## config.mk

```make
export PLATFORM = sky130hd
export DESIGN_NAME = les_queue
export DESIGN_NICKNAME = d
export VERILOG_FILES = /design/src/rtl/les_pkg.sv /design/src/rtl/les_queue.sv
export SDC_FILE = /design/constraint.sdc
export NUM_CORES = 1
export LEC_CHECK = 0
export BUFFER_PORTS_ARGS = -buffer_cell sky130_fd_sc_hd__buf_4
export CAP_MARGIN = 20
export CORE_ASPECT_RATIO = 0.7
export CORE_MARGIN = 2
export CORE_UTILIZATION = 44
export DETAILED_ROUTE_END_ITERATION = 7
export GPL_TIMING_DRIVEN = 0
export SETUP_SLACK_MARGIN = 0.1
export SYNTH_ARGS = -nofsm -noshare
export SYNTH_HDL_FRONTEND = slang
export SYNTH_SLANG_ARGS = --single-unit
```

## constraint.sdc

```tcl
create_clock -name i_clk -period 15.39 [get_ports i_clk]
set_clock_uncertainty 0.15 [all_clocks]
set_input_delay 3.078 -clock i_clk [delete_from_list [all_inputs] [get_ports i_clk]]
set_output_delay 3.078 -clock i_clk [all_outputs]
set_load 0.02 [all_outputs]
```

## src/rtl/les_pkg.sv

```systemverilog
// Shared types, register indexes and logit table arithmetic for the edge sampler.
`default_nettype none
package les_pkg;

    localparam int NUM_FEATS     = 5;
    localparam int IDX_MAX_BITS  = 14;
    localparam int PROD_BITS     = 40;
    localparam int SUM_BITS      = 44;
    localparam int Q_DEPTH       = 4;
    localparam int Q_PTR_BITS    = 2;
    localparam int Q_CNT_BITS    = 3;
    localparam int DEF_VERTEX_BITS      = 16;
    localparam int DEF_MAX_COVARIATES   = 5;
    localparam int DEF_LOGIT_TABLE_BITS = 10;
    localparam logic [63:0] LN2_Q32 = 64'd2977044472;

    localparam logic [2:0] CFG_DIRECTED   = 3'd0;
    localparam logic [2:0] CFG_COUNT      = 3'd1;
    localparam logic [2:0] CFG_BIAS       = 3'd2;
    localparam logic [2:0] CFG_COEF_ONE   = 3'd3;
    localparam logic [2:0] CFG_COEF_TWO   = 3'd4;
    localparam logic [2:0] CFG_COEF_THREE = 3'd5;
    localparam logic [2:0] CFG_COEF_FOUR  = 3'd6;
    localparam logic [2:0] CFG_COEF_FIVE  = 3'd7;

    typedef logic signed [23:0]          t_coef;
    typedef logic signed [15:0]          t_feat;
    typedef logic signed [PROD_BITS-1:0] t_prod;

    typedef struct packed {
        logic                          eligible;
        logic [15:0]                   row;
        logic [15:0]                   col;
        logic [IDX_MAX_BITS-1:0]       idx;
        logic [NUM_FEATS*PROD_BITS-1:0] prods;
    } t_item;

    function automatic logic signed [63:0] log2_q24(input logic [31:0] n);
        logic [5:0]  e;
        logic [63:0] m;
        logic [23:0] frac;
        e    = '0;
        frac = '0;
        for (int i = 0; i < 29; i++) begin
            if ((n >> (e + 6'd1)) != 32'd0) begin
                e = e + 6'd1;
            end
        end
        m = {32'd0, n} << (6'd30 - e);
        for (int i = 0; i < 24; i++) begin
            m = (m * m) >> 30;
            if (m >= 64'h0000_0000_8000_0000) begin
                frac = {frac[22:0], 1'b1};
                m    = m >> 1;
            end else begin
                frac = {frac[22:0], 1'b0};
            end
        end
        if (n == 32'd0) begin
            return '0;
        end
        return $signed({34'd0, e, frac});
    endfunction

    function automatic logic signed [31:0] logit_entry(input int unsigned k,
                                                       input int unsigned bits);
        logic [31:0]        a;
        logic [31:0]        b;
        logic signed [63:0] d;
        logic [63:0]        mag;
        logic [63:0]        r;
        a   = 32'(2 * k + 1);
        b   = (32'd1 << (bits + 1)) - a;
        d   = log2_q24(a) - log2_q24(b);
        mag = d[63] ? 64'(-d) : 64'(d);
        r   = (mag * LN2_Q32 + 64'h0000_0000_8000_0000) >> 32;
        return d[63] ? -$signed(r[31:0]) : $signed(r[31:0]);
    endfunction

endpackage
`default_nettype wire

```

## src/rtl/les_queue.sv

```systemverilog
// Small first-in first-out queue between the front and back stages.
`default_nettype none
module les_queue import les_pkg::*; (
    input  wire logic  i_clk,
    input  wire logic  i_rst_n,
    input  wire logic  i_push,
    input  wire t_item i_item,
    output logic       o_ready,
    input  wire logic  i_pop,
    output logic       o_valid,
    output t_item      o_item
);
    t_item                 r_mem [Q_DEPTH];
    logic [Q_PTR_BITS-1:0] r_wr;
    logic [Q_PTR_BITS-1:0] r_rd;
    logic [Q_CNT_BITS-1:0] r_cnt;
    logic                  w_push;
    logic                  w_pop;

    assign o_ready = (r_cnt != Q_CNT_BITS'(Q_DEPTH));
    assign o_valid = (r_cnt != '0);
    assign o_item  = r_mem[r_rd];
    assign w_push  = i_push && o_ready;
    assign w_pop   = i_pop && o_valid;

    always_ff @(posedge i_clk) begin
        if (!i_rst_n) begin
            r_wr  <= '0;
            r_rd  <= '0;
            r_cnt <= '0;
        end else begin
            if (w_push) r_wr <= r_wr + 1'b1;
            if (w_pop)  r_rd <= r_rd + 1'b1;
            r_cnt <= r_cnt + Q_CNT_BITS'(w_push) - Q_CNT_BITS'(w_pop);
        end
        if (w_push) begin
            r_mem[r_wr] <= i_item;
        end
    end
endmodule
`default_nettype wire

```

==> impl_summary.log <==
INFO  metric floorplan.die.width = 348 um
INFO  metric grt_start_max_net_pins = 58
INFO  metric grt_first_pass_wirelength = 110 mm
INFO  metric cts.clk_slew.worst_paths = 0.06 ns
INFO  metric run_status = completed
INFO  metric mappedNetlistNets = 1596
INFO  metric cp-end-kind = output port
INFO  metric timing_worst_slew_pin_value = 0.817 ns
INFO  metric worstPathArrival = 2.56 ns
INFO  metric totalNegativeSetupSlack = 0 ns
INFO  metric cts_root_buffer = sky130_fd_sc_hd__clkbuf_16
INFO  metric instance_count_of_the_mapped_netlist = 1338
INFO  metric drt_iter0_drc = 969
INFO  metric h-tree-depth = 3
INFO  metric totalWireLength = 74.1 mm
INFO  metric rsz0062_at_grt = false
INFO  metric most_common_cell_after_layout_fill_and_taps_aside = sky130_fd_sc_hd__edfxtp_1
INFO  metric sequentialPowerShare = 43.1%
INFO  metric detail_route.vias_per_cell = 5.17
INFO  metric cellInternalPower = 0.00558 W
INFO  metric synth_edf_count = 988
INFO  metric power.combinational.fraction = 27.3%
INFO  metric ioPinCount = 500
INFO  metric synth_area_per_cell = 27.2 um2
INFO  metric synthDistinctLibCells = 22
INFO  metric fraction_of_registers_with_async_set_reset = 0%
INFO  metric design.die.area = 85000 um2
INFO  metric yosys_warnings = 0
INFO  metric cts_made_buffers = 95
INFO  metric swShare = 27.9%
INFO  metric hpwlAfterDp = 47.1 mm
INFO  metric max_slew_margin = 45.5%
INFO  metric vdd_drop_max = 0.113 mV
INFO  metric area_delta_synth_final = 24.2%
INFO  metric layout.nets = 2213
INFO  metric switching_power = 0.00216 W
INFO  metric cap_violations = 0
INFO  metric synth_seq_cells = 997
INFO  metric initial_utilization = 44.3%
INFO  metric leakagePower = 15.1 nW
INFO  metric layout_common_cells = 988 x sky130_fd_sc_hd__edfxtp_1, 499 x sky130_fd_sc_hd__buf_4, 247 x sky130_fd_sc_hd__mux4_2, 98 x sky130_fd_sc_hd__clkbuf_16, 25 x sky130_fd_sc_hd__buf_12
INFO  metric final_period_minus_worst_setup_slack = 5.79 ns
INFO  metric placedCellCount = 2938
INFO  metric core_area = 82100 um2
INFO  metric ctsResizeCount = 0
INFO  metric required = 12.16 ns
INFO  metric gp_congestion = 0.720
INFO  metric antenna_left = 0
INFO  metric p_per_area = 171 nW/um2
INFO  metric worst_setup_path_start_kind = flop
INFO  metric grt_overflow_total = 0
INFO  metric dr_total_vias = 16100
INFO  metric drt-wirelength-per-cell = 23.8 um
INFO  metric report.final.setup_viol = 0
INFO  metric floorplan.die.height = 245 um
INFO  metric period_share = 37.6%
INFO  metric layout-drive-gt1-share = 47.3%
INFO  metric postCtsSetupBuffers = 0
INFO  metric sink_count_of_the_clock_tree = 997
INFO  metric grt.total_usage = 17.5%
INFO  metric number_of_antenna_violations_at_the_first_check_in_global_routing = 14
INFO  metric tritoncts_clock_tree = yes
INFO  metric min_hold_slack = 0.357 ns
INFO  metric clock_tree.buffer_depth = 3
INFO  metric yosys_most_used_dff = sky130_fd_sc_hd__edfxtp_1
INFO  metric holdBufCountCts = 0
INFO  metric syn-cell-area = 36400 um2
INFO  metric synth.yosys.seq_area_share = 82.1%
INFO  metric worstSkewPairLatency = 0.64 ns
INFO  metric worstSetupPathType = flop to output port
INFO  metric drt_first_pass_iters = 4
INFO  metric max_freq = 173 MHz
INFO  metric place.port_buffers = 498
INFO  metric drc_errors = 0
INFO  metric via_count_of_the_first_global_routing_pass = 17000
INFO  metric crit_fanout = 10
INFO  metric power_frac_clock = 29.6%
INFO  metric hold_viol = 0
INFO  metric layout.cells.non_filler = 3119
INFO  metric core.rowCount = 88
INFO  metric worst_hold_path_type = flop to flop
INFO  metric report.final.slew_viol_count = 0
## power by group through the flow
stage	clock network, W	logic [W]	registers (W)
final	0.00229	0.00211	0.00334
after global routing	0.00246	0.00224	0.00336
after CTS	0.00235	0.00217	0.00334
after detailed placement	0	0.00216	0.00340
after global placement	0	0.00210	0.00354
after floorplan	0	0.00129	0.00346
## synth_stat cells, types with 2 or more instances
cell type                    n  area, um2
sky130_fd_sc_hd__xnor2_1     4       35.0
sky130_fd_sc_hd__nor2b_1     3       18.8
sky130_fd_sc_hd__ha_1        6       75.1
sky130_fd_sc_hd__nand2_1     5       18.8
sky130_fd_sc_hd__buf_2      24        120
sky130_fd_sc_hd__dfxtp_1     9        180
sky130_fd_sc_hd__clkbuf_1    4       15.0
sky130_fd_sc_hd__buf_12     25        500
sky130_fd_sc_hd__inv_1       5       18.8
sky130_fd_sc_hd__and2_1      7       43.8
sky130_fd_sc_hd__mux4_2    247       5560
sky130_fd_sc_hd__edfxtp_1  988      29700
sky130_fd_sc_hd__mux2i_1     2       20.0
## worst max-delay path: stages (launching register included)
cell                       delay (ns)
sky130_fd_sc_hd__dfxtp_1         0.35
sky130_fd_sc_hd__clkbuf_1        0.49
sky130_fd_sc_hd__buf_16          0.22
sky130_fd_sc_hd__buf_2           0.30
sky130_fd_sc_hd__mux4_2          0.36
sky130_fd_sc_hd__buf_4           0.18
## cell families (layout without fill, tap and decap cells)
logic type,count (synthesis),count (layout),share of synthesized area (%)
compound gates,3,3,0.0688
xor+xnor,4,4,0.0963
fa+ha+maj,7,7,0.261
buf+inv,61,759,1.89
flops,997,997,82.1
mux,249,249,15.4
other cells,0,3,0
simple gates,17,17,0.251
## worst paths after layout
kind         startpoint       endpoint  slack (ns)  cells past startpoint
min             r_wr[1]        r_wr[1]        0.36                      2
min reg2reg     r_wr[1]        r_wr[1]        0.36                      2
max                flop     o_item[86]        9.60                      5
max reg2reg    r_cnt[1]  r_mem[2][154]       12.61                      5
## sequential cells by signal, indices dropped and copies added (netlist names), named ones only
register and cells:
r_mem 988, r_cnt 3, r_rd 2, r_wr 2
## through the flow
step	total power [W]	setup slack (ns)	instance area, um2	util, %
floorplan	0.00475	5.49	36400	-
global placement	0.00564	0.408	41500	50.5
detailed placement	0.00556	9.96	42100	51.2
CTS	0.00786	9.46	45200	55.0
global route	0.00806	9.45	45200	55.0
finish	0.00774	9.60	45200	55.0
## metal layers
| metal | vias to the layer above | wire length, um | track usage, % |
|---|---|---|---|
| li1 | 7091 | - | - |
| met1 | 8474 | 30000 | 22.7 |
| met2 | 419 | 35800 | 27.6 |
| met3 | 128 | 6690 | 6.88 |
| met4 | 22 | 1520 | 4.79 |
| met5 | - | 134 | 0 |
## layout make-up
class / count / area (um2)
clock inverters: 63 / 583
clock buffers: 115 / 2520
diodes: 3 / 7.51
plain buffers: 56 / 669
well taps: 1080 / 1350
fillers: 6174 / 37000
inverters: 5 / 18.8
multi-input cells: 280 / 5840
repair buffers: 520 / 4330
flip-flops and latches: 997 / 29800
(Power assumes the default switching activity.)
